==> src/design/phc_pkg.sv <==
// Types, codes and helper functions shared by the clip core files.
`default_nettype none
package phc_pkg;
	localparam int CFG_IDX_W = 3;
	localparam logic [CFG_IDX_W-1:0] REG_EDGE_START_X = 3'd0;
	localparam logic [CFG_IDX_W-1:0] REG_EDGE_START_Y = 3'd1;
	localparam logic [CFG_IDX_W-1:0] REG_EDGE_END_X   = 3'd2;
	localparam logic [CFG_IDX_W-1:0] REG_EDGE_END_Y   = 3'd3;
	localparam logic [CFG_IDX_W-1:0] REG_NORMAL_X     = 3'd4;
	localparam logic [CFG_IDX_W-1:0] REG_NORMAL_Y     = 3'd5;

	localparam int NUM_W = 54;   // product width, divider numerator
	localparam int DEN_W = 35;   // dot-product width
	localparam int QUO_W = 19;   // clamped signed quotient
	localparam int DIV_CNT_W = 6;
	localparam logic [DIV_CNT_W-1:0] DIV_LAST = DIV_CNT_W'(NUM_W - 1);

	typedef enum logic [4:0] {
		ST_IDLE, ST_CLS0, ST_CLS1, ST_ROUTE, ST_CLOSE, ST_EDGE,
		ST_W0, ST_W1, ST_D0, ST_D1, ST_NX, ST_DIVX, ST_NY, ST_DIVY,
		ST_EMIT_CUT, ST_EMIT_P, ST_MARK
	} state_t;

	typedef enum logic {KIND_VERTEX = 1'b0, KIND_MARKER = 1'b1} kind_t;

	function automatic logic signed [16:0] diff16(input logic signed [15:0] a,
			input logic signed [15:0] b);
		return {a[15], a} - {b[15], b};
	endfunction

	function automatic logic signed [15:0] sat16(input logic signed [QUO_W-1:0] v);
		logic signed [15:0] r;
		if (v > 19'sd32767) begin
			r = 16'sh7fff;
		end else if (v < -19'sd32768) begin
			r = 16'sh8000;
		end else begin
			r = v[15:0];
		end
		return r;
	endfunction
endpackage
`default_nettype wire

==> src/design/phc_div.sv <==
// Serial restoring divider, one quotient bit a cycle, truncating, clamped quotient.
`default_nettype none
module phc_div
	import phc_pkg::*;
(
	input  wire logic                     clk,
	input  wire logic                     arst_n,
	input  wire logic                     start,
	input  wire logic signed [NUM_W-1:0]  num,
	input  wire logic signed [DEN_W-1:0]  den,
	output logic                          done,
	output logic signed [QUO_W-1:0]       quot
);
	logic [DEN_W:0] rem_q;
	logic [NUM_W-1:0] quo_q;
	logic [DEN_W-1:0] dmag_q;
	logic [DIV_CNT_W-1:0] cnt_q;
	logic busy_q, done_q, neg_q;
	logic [DEN_W:0] trial;
	logic ge;
	logic [17:0] clamp;

	assign trial = {rem_q[DEN_W-1:0], quo_q[NUM_W-1]};
	assign ge = trial >= {1'b0, dmag_q};

	always_ff @(posedge clk or negedge arst_n) begin
		if (!arst_n) begin
			busy_q <= 1'b0;
			done_q <= 1'b0;
			cnt_q <= '0;
		end else begin
			if (start) begin
				busy_q <= 1'b1;
				cnt_q <= '0;
				done_q <= 1'b0;
			end else if (busy_q) begin
				cnt_q <= cnt_q + 1'b1;
				if (cnt_q == DIV_LAST) begin
					busy_q <= 1'b0;
					done_q <= 1'b1;
				end else begin
					done_q <= 1'b0;
				end
			end else begin
				done_q <= 1'b0;
			end
		end
	end

	always_ff @(posedge clk) begin
		if (start) begin
			neg_q <= num[NUM_W-1] ^ den[DEN_W-1];
			quo_q <= num[NUM_W-1] ? NUM_W'(-num) : num;
			dmag_q <= den[DEN_W-1] ? DEN_W'(-den) : den;
			rem_q <= '0;
		end else if (busy_q) begin
			rem_q <= ge ? trial - {1'b0, dmag_q} : trial;
			quo_q <= {quo_q[NUM_W-2:0], ge};
		end
	end

	// anything beyond 2^17 saturates the final 16-bit sum anyway
	assign clamp = (quo_q > NUM_W'(18'h20000)) ? 18'h20000 : quo_q[17:0];
	assign quot = neg_q ? -$signed({1'b0, clamp}) : $signed({1'b0, clamp});
	assign done = done_q;
endmodule
`default_nettype wire

==> src/design/polygon_half_plane_clip_core.sv <==
// Top level of the half-plane polygon clip stage.
// One Sutherland-Hodgman clip stage: vertices stream in, clipped vertices and an end marker
// stream out. A single 18x36 multiplier and a 54-step serial divider are reused under a small
// sequencer, and the block takes one vertex at a time. An intersection whose denominator is
// nonzero runs the two serial divisions (x and y) in turn; output stalls also hold the sequencer.
// The register write port is always ready; write it only while the block is idle.
`default_nettype none
module polygon_half_plane_clip_core
	import phc_pkg::*;
#(
	parameter int MAX_VERTICES = 1024
) (
	input  wire logic                  clk,
	input  wire logic                  arst_n,
	input  wire logic                  cfg_valid,
	output logic                       cfg_ready,
	input  wire logic [CFG_IDX_W-1:0]  cfg_index,
	input  wire logic [15:0]           cfg_data,
	input  wire logic                  vertex_valid,
	output logic                       vertex_ready,
	input  wire logic signed [15:0]    vertex_x,
	input  wire logic signed [15:0]    vertex_y,
	input  wire logic                  last_vertex,
	output logic                       result_valid,
	input  wire logic                  result_ready,
	output logic                       item_kind,
	output logic signed [15:0]         out_x,
	output logic signed [15:0]         out_y,
	output logic [11:0]                out_count,
	output logic                       reject,
	output logic                       run_last
);
	localparam int CAP_RAW = (2 * MAX_VERTICES < 4095) ? 2 * MAX_VERTICES : 4095;
	localparam logic [11:0] COUNT_CAP = 12'(CAP_RAW);

	logic signed [15:0] e1x_q, e1y_q, e2x_q, e2y_q, nx_q, ny_q;
	state_t state_q, state_d;
	logic signed [15:0] vx_q, vy_q, fx_q, fy_q, px_prev_q, py_prev_q;
	logic signed [15:0] sx_q, sy_q, ex_q, ey_q, cut_x_q, cut_y_q;
	logic last_q, ins_q, first_in_q, prev_in_q, sin_q, pin_q, phase_q;
	logic [1:0] in_seen_q;
	logic [11:0] emitted_q;
	logic signed [NUM_W-1:0] acc_q, prod, acc_diff, acc_sum;
	logic signed [DEN_W-1:0] w_q, den_q;
	logic signed [17:0] mul_a;
	logic signed [35:0] mul_b, neg_w;
	logic div_start, div_done;
	logic signed [QUO_W-1:0] quot;
	logic out_free, emit_cut, emit_p, emit_mark;
	logic rv_q, kind_q, rej_q, rl_q;
	logic signed [15:0] ox_q, oy_q;
	logic [11:0] ocnt_q;
	state_t after_edge;

	assign cfg_ready = 1'b1;
	assign vertex_ready = (state_q == ST_IDLE);
	assign out_free = !rv_q || result_ready;
	assign neg_w = -{w_q[DEN_W-1], w_q};
	assign prod = mul_a * mul_b;
	assign acc_diff = acc_q - prod;
	assign acc_sum = acc_q + prod;
	assign after_edge = phase_q ? ST_MARK : ST_CLOSE;

	always_ff @(posedge clk or negedge arst_n) begin
		if (!arst_n) begin
			e1x_q <= '0; e1y_q <= '0; e2x_q <= '0; e2y_q <= '0; nx_q <= '0; ny_q <= '0;
		end else if (cfg_valid) begin
			case (cfg_index)
				REG_EDGE_START_X: e1x_q <= cfg_data;
				REG_EDGE_START_Y: e1y_q <= cfg_data;
				REG_EDGE_END_X:   e2x_q <= cfg_data;
				REG_EDGE_END_Y:   e2y_q <= cfg_data;
				REG_NORMAL_X:     nx_q <= cfg_data;
				REG_NORMAL_Y:     ny_q <= cfg_data;
				default: ;
			endcase
		end
	end

	// shared multiplier operand select and sequencer strobes
	always_comb begin
		logic signed [16:0] da;
		da = '0;
		mul_a = '0;
		mul_b = '0;
		div_start = 1'b0;
		emit_cut = 1'b0;
		emit_p = 1'b0;
		emit_mark = 1'b0;
		case (state_q)
			ST_CLS0: begin
				da = diff16(e2x_q, e1x_q);
				mul_a = {da[16], da};
				mul_b = 36'(diff16(vy_q, e1y_q));
			end
			ST_CLS1: begin
				da = diff16(e2y_q, e1y_q);
				mul_a = {da[16], da};
				mul_b = 36'(diff16(vx_q, e1x_q));
			end
			ST_W0: begin
				da = diff16(sx_q, e1x_q);
				mul_a = {da[16], da};
				mul_b = 36'(nx_q);
			end
			ST_W1: begin
				da = diff16(sy_q, e1y_q);
				mul_a = {da[16], da};
				mul_b = 36'(ny_q);
			end
			ST_D0: begin
				da = diff16(ex_q, sx_q);
				mul_a = {da[16], da};
				mul_b = 36'(nx_q);
			end
			ST_D1: begin
				da = diff16(ey_q, sy_q);
				mul_a = {da[16], da};
				mul_b = 36'(ny_q);
			end
			ST_NX: begin
				da = diff16(ex_q, sx_q);
				mul_a = {da[16], da};
				mul_b = neg_w;
				div_start = (den_q != '0);
			end
			ST_NY: begin
				da = diff16(ey_q, sy_q);
				mul_a = {da[16], da};
				mul_b = neg_w;
				div_start = 1'b1;
			end
			ST_EMIT_CUT: emit_cut = out_free;
			ST_EMIT_P:   emit_p = out_free;
			ST_MARK:     emit_mark = out_free;
			default: ;
		endcase
	end

	always_comb begin
		state_d = state_q;
		case (state_q)
			ST_IDLE:  if (vertex_valid) state_d = ST_CLS0;
			ST_CLS0:  state_d = ST_CLS1;
			ST_CLS1:  state_d = ST_ROUTE;
			ST_ROUTE: state_d = (in_seen_q == 2'd0) ? ST_CLOSE : ST_EDGE;
			ST_CLOSE: begin
				if (!last_q) begin
					state_d = ST_IDLE;
				end else if (in_seen_q >= 2'd2) begin
					state_d = ST_EDGE;
				end else begin
					state_d = ST_MARK;
				end
			end
			ST_EDGE: begin
				case ({sin_q, pin_q})
					2'b11: state_d = ST_EMIT_P;
					2'b10, 2'b01: state_d = ST_W0;
					default: state_d = after_edge;
				endcase
			end
			ST_W0:  state_d = ST_W1;
			ST_W1:  state_d = ST_D0;
			ST_D0:  state_d = ST_D1;
			ST_D1:  state_d = ST_NX;
			ST_NX:  state_d = (den_q == '0) ? ST_EMIT_CUT : ST_DIVX;
			ST_DIVX: if (div_done) state_d = ST_NY;
			ST_NY:  state_d = ST_DIVY;
			ST_DIVY: if (div_done) state_d = ST_EMIT_CUT;
			ST_EMIT_CUT: if (out_free) state_d = pin_q ? ST_EMIT_P : after_edge;
			ST_EMIT_P:   if (out_free) state_d = after_edge;
			ST_MARK:     if (out_free) state_d = ST_IDLE;
			default: state_d = ST_IDLE;
		endcase
	end

	always_ff @(posedge clk or negedge arst_n) begin
		if (!arst_n) begin
			state_q <= ST_IDLE;
			in_seen_q <= '0;
			emitted_q <= '0;
			rv_q <= 1'b0;
			fx_q <= '0; fy_q <= '0; first_in_q <= 1'b0;
			px_prev_q <= '0; py_prev_q <= '0; prev_in_q <= 1'b0;
		end else begin
			state_q <= state_d;
			if (emit_cut || emit_p || emit_mark) begin
				rv_q <= 1'b1;
			end else if (result_ready) begin
				rv_q <= 1'b0;
			end
			if (state_q == ST_ROUTE) begin
				if (in_seen_q == 2'd0) begin
					fx_q <= vx_q;
					fy_q <= vy_q;
					first_in_q <= ins_q;
				end
				px_prev_q <= vx_q;
				py_prev_q <= vy_q;
				prev_in_q <= ins_q;
				if (in_seen_q != 2'd3) in_seen_q <= in_seen_q + 1'b1;
			end
			if (emit_cut || emit_p) begin
				if (emitted_q < COUNT_CAP) emitted_q <= emitted_q + 1'b1;
			end
			if (emit_mark) begin
				in_seen_q <= '0;
				emitted_q <= '0;
			end
		end
	end

	always_ff @(posedge clk) begin
		case (state_q)
			ST_IDLE: begin
				vx_q <= vertex_x;
				vy_q <= vertex_y;
				last_q <= last_vertex;
			end
			ST_CLS0, ST_W0, ST_D0: acc_q <= prod;
			ST_CLS1: ins_q <= acc_diff[NUM_W-1] || (acc_diff == '0);
			ST_ROUTE: begin
				sx_q <= px_prev_q; sy_q <= py_prev_q; sin_q <= prev_in_q;
				ex_q <= vx_q; ey_q <= vy_q; pin_q <= ins_q;
				phase_q <= 1'b0;
			end
			ST_CLOSE: begin
				// closing edge: this vertex back to the first
				sx_q <= vx_q; sy_q <= vy_q; sin_q <= ins_q;
				ex_q <= fx_q; ey_q <= fy_q; pin_q <= first_in_q;
				phase_q <= 1'b1;
			end
			ST_W1: w_q <= acc_sum[DEN_W-1:0];
			ST_D1: den_q <= acc_sum[DEN_W-1:0];
			ST_NX: begin
				cut_x_q <= sx_q;
				cut_y_q <= sy_q;
			end
			ST_DIVX: if (div_done) cut_x_q <= sat16(QUO_W'(sx_q) + quot);
			ST_DIVY: if (div_done) cut_y_q <= sat16(QUO_W'(sy_q) + quot);
			default: ;
		endcase
		if (emit_cut || emit_p) begin
			kind_q <= KIND_VERTEX;
			ox_q <= emit_cut ? cut_x_q : ex_q;
			oy_q <= emit_cut ? cut_y_q : ey_q;
			ocnt_q <= '0;
			rej_q <= 1'b0;
			// edge's final word is the end vertex, or the cut when the end lies outside
			rl_q <= !phase_q && !last_q && (emit_p || !pin_q);
		end
		if (emit_mark) begin
			kind_q <= KIND_MARKER;
			ox_q <= '0;
			oy_q <= '0;
			ocnt_q <= emitted_q;
			rej_q <= (in_seen_q < 2'd3) || (emitted_q < 12'd3);
			rl_q <= 1'b1;
		end
	end

	phc_div u_div (
		.clk    (clk),
		.arst_n (arst_n),
		.start  (div_start),
		.num    (prod),
		.den    (den_q),
		.done   (div_done),
		.quot   (quot)
	);

	assign result_valid = rv_q;
	assign item_kind = kind_q;
	assign out_x = ox_q;
	assign out_y = oy_q;
	assign out_count = ocnt_q;
	assign reject = rej_q;
	assign run_last = rl_q;
endmodule
`default_nettype wire

==> config.mk <==
export PLATFORM = sky130hd
export DESIGN_NAME = polygon_half_plane_clip_core
export DESIGN_NICKNAME = d
export VERILOG_FILES = /design/src/design/phc_pkg.sv /design/src/design/phc_div.sv /design/src/design/polygon_half_plane_clip_core.sv
export SDC_FILE = /design/constraint.sdc
export NUM_CORES = 2
export LEC_CHECK = 0
export ABC_CLOCK_PERIOD_IN_PS = 18600
export BUFFER_PORTS_ARGS = -buffer_cell sky130_fd_sc_hd__buf_2
export CAP_MARGIN = 10
export CORE_MARGIN = 1
export CORE_UTILIZATION = 59
export CTS_BUF_LIST = sky130_fd_sc_hd__clkbuf_4
export DETAILED_ROUTE_END_ITERATION = 8
export PLACE_DENSITY = 0.84
export SKIP_CTS_REPAIR_TIMING = 1
export SLEW_MARGIN = 20
export SYNTH_ARGS = -nofsm -noshare
export SYNTH_HDL_FRONTEND = slang
export SYNTH_SLANG_ARGS = --single-unit
export TNS_END_PERCENT = 10
==> constraint.sdc <==
create_clock -name clk -period 18.6 [get_ports clk]
set_input_delay 1.86 -clock clk [delete_from_list [all_inputs] [get_ports clk]]
set_output_delay 1.86 -clock clk [all_outputs]
set_load 0.005 [all_outputs]
== Word-level counts from Yosys, hierarchy flattened ==
Index checks and enable logic that the tools add are counted.
Word-level totals
  register bits: 619
  output and inout bits: 50
  input bits: 57
  logic and storage cells: 220
Cells by class
  add/subtract/negate cells: 20
  reduce and logical (&&, ||, !) cells: 46
  equal/unequal tests: 32
  multiplexer cells: 64
  bitwise operators: 1
  magnitude comparators: 10
  multiply operators: 1
Operator list (count)
  case mux 16 bit (2 select lines): 6
  case mux 36 bit (5 select lines): 1
  two-way mux 54 bit: 3
  subtractor 16 x 16 -> 17 bit: 8
  two-way mux 16 bit: 8
  case mux 18 bit (6 select lines): 1
  case mux 5 bit (17 select lines): 1
  two-way mux 12 bit: 5
  greater-than comparator 54 x 18 -> 1 bit, second input constant: 1
  zero test 54 bit: 1
  multiplier 18 x 36 -> 54 bit: 1
  negator 54 bit: 1
  subtractor 54 bit: 1
  two-way mux 5 bit: 10
  == test 5 x 4 -> 1 bit, second input constant: 8
  adder 16 x 19 -> 19 bit: 2
  greater-than comparator 19 x 16 -> 1 bit, second input constant: 2
  < comparator 19 x 16 -> 1 bit, second input constant: 2
  >= comparator 36 x 35 -> 1 bit: 1
  negator 36 bit: 1
  adder 35 bit: 1
  zero test 35 bit: 1
  two-way mux 35 bit: 1
  negator 35 bit: 1
  43 further kinds: 106

== Longest topological paths before layout ==
  depth after elaboration: 10
  gate-level depth with buffers: 68
  mapped depth without buffers: 64

== Cells and area by module ==
A second synthesis with hierarchy kept.
Unflattened totals
  cell total of the unflattened synthesis: 6636
  area total of the unflattened synthesis: 62404.9 um^2
Modules (own cells, without submodules)
  polygon_half_plane_clip_core: area each 52853.2 um^2, sequential area each 13342.8 um^2, times used 1, cells each 5557
  phc_div: area each 9551.7 um^2, sequential area each 3603.5 um^2, times used 1, cells each 1079

== Worst setup path before layout ==
Ideal clock, no wire load.
  path type: reg-to-reg
  from: register state_q[0]
  to: register ins_q (data pin)
  data arrival time: 15381 ps
  stages on the path, launching flop included: 65
  setup slack: 3039 ps
  clock period less this slack: 15561 ps
  setup time: 180 ps
  required time: 18420 ps
  buffers on the path: 6
  cell sequence: dfrtp_1 -> clkbuf_1 -> nand2b_1 -> nor2_1 -> clkbuf_1 -> mux2i_1 -> ha_1 -> inv_1 -> fa_1 -> nand2_1 -> nand2_1 -> a21oi_1 -> o21ai_0 -> a21oi_1 -> o21bai_1 -> a21oi_1 -> o21bai_1 -> a21oi_1 -> [29 not listed] -> xnor2_1 -> ha_1 -> clkbuf_1 -> nor3_1 -> a31oi_1 -> o21ai_0 -> a211oi_1 -> o21ai_0 -> a221oi_1 -> nand3_1 -> nor3_1 -> nand4_1 -> nor4_1 -> o2111ai_1 -> or4_1 -> nor4_1 -> or4b_1 -> o41ai_2
On the way
  longest elaborated chain between the ends: 7
  elaborated cells between the ends (all ways): 19
  classes of those cells: 1 x add/sub; 1 x mul; 8 x eq/ne; 2 x mux; 7 x reduce/logical
Ends and longest elaborated chain
  from (decl): RTL line polygon_half_plane_clip_core.sv:37  | state_t state_q, state_d;
  from (signal assigned): RTL line polygon_half_plane_clip_core.sv:187  | state_q <= state_d;
  == test 5 x 4 -> 1 bit / == test 5 x 3 -> 1 bit (equally long branches): RTL line polygon_half_plane_clip_core.sv:90  | case (state_q)
  OR reduction 2 bit (no line)
  case mux 18 bit (6 select lines) / case mux 36 bit (5 select lines) (equally long branches): RTL line polygon_half_plane_clip_core.sv:90
  multiplier 18 x 36 -> 54 bit (*): RTL line polygon_half_plane_clip_core.sv:59  | assign prod = mul_a * mul_b;
  subtractor 54 bit (*): RTL line polygon_half_plane_clip_core.sv:60  | assign acc_diff = acc_q - prod;
  zero test 54 bit: RTL line polygon_half_plane_clip_core.sv:222  | ST_CLS1: ins_q <= acc_diff[NUM_W-1] || (acc_diff == '0);
  logical OR 1 bit (*): RTL line polygon_half_plane_clip_core.sv:222
  to (signal assigned): RTL line polygon_half_plane_clip_core.sv:222
  to (decl): RTL line polygon_half_plane_clip_core.sv:40  | logic last_q, ins_q, first_in_q, prev_in_q, sin_q, pin_q, phase_q;
Mark *: on every way between the ends. The rest lies on a longest branch, timed or not.
A chain may end at the register's enable or synchronous reset.

== Worst setup path after layout ==
  from: register state_q[2]
  to: register ins_q (data pin)
Same word-level chain as after synthesis.

==> flow_metrics.env <==
export IMPL_hold_viol=0
export IMPL_start_kind="flip-flop"
export IMPL_dpl_worst_slack_ps=1570
export IMPL_place_inst=7846
export IMPL_drtIter0Drc=4350
export IMPL_stdcell_count=8174
export IMPL_synthSimpleGateAreaFrac_pct=14.4
export IMPL_cts_max_path_buffers=3
export IMPL_timing_rr_end="ins_q"
export IMPL_antenna_found_initial=6
export IMPL_synth_compound_area_share_pct=12.1
export IMPL_synthFlopType="edfxtp_1"
export IMPL_crit_path_frequent_cell="o21ai_0"
export IMPL_die_x_um=323
export IMPL_synth_top_family_by_area="adder cells"
export IMPL_endpoint_kind="flip-flop"
export IMPL_path_clk_slew_ps=60
export IMPL_root_buffer="clkbuf_4"
export IMPL_outcome="finished, final reports clean"
export IMPL_grt_max_degree=114
export IMPL_fin_nets=7728
export IMPL_r2r_start="state_q[2]"
export IMPL_layout_area_overhead_vs_synth_pct=7.07
export IMPL_grt_overflow=0
export IMPL_clock_latency_ps=1130
export IMPL_drv_cap=0
export IMPL_die_area_um2=105000
export IMPL_core_um2=102000
export IMPL_ant_nets=0
export IMPL_dr_total_vias=49300
export IMPL_cts_tree="built"
export IMPL_routed_wl_mm=176
export IMPL_crit_fanout=25
export IMPL_crit_required_ps=19470
export IMPL_synth_edff_count=360
export IMPL_critPathSlowestCell="nand3_1"
export IMPL_num_rows=117
export IMPL_rrSetupSlack_ps=1460
export IMPL_die_h_um=323
export IMPL_place_congestion=0.980
export IMPL_synth_xor_area_share_pct=5.36
export IMPL_avgRoutedWirePerCell_um=21.6
export IMPL_rsz0062_at_grt="no"
export IMPL_clock_sinks=619
export IMPL_htreeDepth=4
export IMPL_ff2ff_path_depth=57
export IMPL_synthMuxAreaShare_pct=4.01
export IMPL_syn_num_nets=7642
export IMPL_setup_viol=0
export IMPL_synth_seq_cells=619
export IMPL_drv_slew=0
export IMPL_slowest_delay_ps=840
export IMPL_hold_class="reg2reg"
export IMPL_worstHoldEndpoint="item_kind"
export IMPL_hpwl_mm=138
export IMPL_setup_ws_ps=1460
export IMPL_cts_buffers=172
export IMPL_drt_pass1_iter_count=8
export IMPL_arrival_ps=18010
export IMPL_drc=0
export IMPL_worstMarginPinSlew_ps=1130
export IMPL_drive_above_1_share_pct=10.7
export IMPL_max_freq_mhz=58.3
export IMPL_grt_pass1_wl_mm=275
export IMPL_relSlewSlack_pct=23.4
export IMPL_fill_cells=8252
export IMPL_port_buffers=105
export IMPL_hold_path_cell_count=2
export IMPL_start_util_pct=59.7
export IMPL_grt_pass1_vias=49800
export IMPL_period_minus_slack_ps=17140
export IMPL_grtUsageTotal_pct=34.3
export IMPL_design_area_um2=65200
export IMPL_io_pins=107
export IMPL_hold_path_startpoint="item_kind"
export IMPL_netlist_cell_type_count=100
export IMPL_ys_async_sr_fraction_pct=30.7
export IMPL_yosys_warnings=0
export IMPL_synth_fa_ha_area_share_pct=28.7
export IMPL_setup_tns_ps=0
export IMPL_dpl_instance_area_um2=62800
export IMPL_clock_skew_final_ps=80.4
export IMPL_period_share_pct=92.1
export IMPL_syn_inst=6567
export IMPL_crit_type="reg2reg"
export IMPL_viasPerCell=6.03
export IMPL_netlist_area_um2=60900
export IMPL_synth_seq_area_share_pct=27.8
export IMPL_synth_area_per_cell_um2=9.27
## worst max-delay path: cells and delay by family (launching register included)
kind	cells	cell delay [ps]
AOI/OAI and AO/OA	27	6250
and+or+nand+nor	17	5140
adders and majority gates	9	3990
DFF	1	780
muxes	1	430
xor gates and xnor gates	1	190
buffers and inverters	2	90
## flip-flops by register name, indices dropped and copies added (netlist names), 35 cells and up
register	count
u_div.rem_q	35
den_q	35
u_div.dmag_q	35
u_div.quo_q	54
w_q	35
acc_q	54
## logic make-up after synthesis
kind of cell | Yosys count
flops | 619
mux | 223
xor+xnor | 371
simple gates | 1982
fa+ha+maj | 1021
other cells | 1
compound gates | 1143
buf+inv | 1207
## layout by cell type (no fill, tap or decap), drive strengths merged, types with 15 or more instances in the layout
cell and instances:
nand2 1029, inv 942, fa 629, ha 389, nor2 368, edfxtp 360, o21ai 330, a21oi 284
xnor2 273, clkbuf 251, dfrtp 190, buf 181, mux2 159, xor2 98, nand3 97, a21o 91
nor3 87, dfxtp 69, nand2b 68, and2 64, mux2i 63, clkinv 59, nor2b 47, a211oi 47
a22oi 47, or3 46, o21bai 44, a31oi 41, nor4 36, and3 34, o31ai 29, nand4 28
a21boi 27, o21a 24, nor3b 21, or2 21, o211ai 21, o22ai 17, o41ai 15
## how the worst max path moves through the flow
stage	from	end	slack, ps	cells after the start
after detailed placement	state_q[2]	ins_q	1570	60
final	state_q[2]	ins_q	1460	57
after CTS	state_q[2]	ins_q	1390	60
after global placement	state_q[2]	ins_q	2240	61
after floorplan	state_q[0]	ins_q	3040	64
after global routing	state_q[2]	ins_q	300	60
## through the flow
| step | hold slack, ps | util [%] |
|---|---|---|
| 5_1_grt | 481 | 63.9 |
| 2_1_floorplan | 439 | - |
| 4_1_cts | 447 | 63.9 |
| 3_5_place_dp | 437 | 61.6 |
| 6_report | 440 | 63.9 |
| 3_3_place_gp | 427 | 61.6 |
## cell usage after synthesis (21+ instances only)
cell type  number  area, µm²
nor4_1         36        225
a22oi_1        27        203
edfxtp_1      360      10800
ha_1          389       4870
inv_1         930       3490
nand3_1        97        485
mux2_2        159       1790
a211oi_1       46        345
xnor2_1       271       2370
fa_1          629      12600
o21a_1         24        180
dfrtp_1       190       4750
xor2_1         98        858
o31ai_1        29        218
a21o_1         91        683
nor2_1        366       1370
nand2_1      1027       3850
a21boi_0       25        188
and3_1         34        213
nor3_1         87        435
a21oi_1       282       1410
o21bai_1       44        330
nor2b_1        47        294
a31oi_1        40        250
clkbuf_1      238        893
o21ai_0       320       1600
nand4_1        28        175
nor3b_1        21        158
nand2b_1       68        425
mux2i_1        63        631
or3_1          43        269
dfxtp_1        69       1380
and2_1         62        388
## cell type report
cell class	count	area, µm²	share of cell area [%]
clock buffers	250	1880	2.88
multi-input cells	4741	39500	60.6
well taps	1368	1710	2.62
inverters	937	3520	5.39
diodes	8	20.0	0.0307
clock inverters	69	475	0.729
repair buffers	182	1130	1.74
flip-flops and latches	619	16900	26.0
## per-layer routing
metal,global-route usage [%],routed length [µm],vias to the layer above
li1,-,-,22000
met1,41.9,66300,24200
met2,56.1,84000,2419
met3,7.29,14900,617
met4,20.1,10900,6
met5,0,37,-
Power is left out: the tool's default activity adds up to more than one toggle a clock period on the data nets, which glitch-free logic cannot reach.
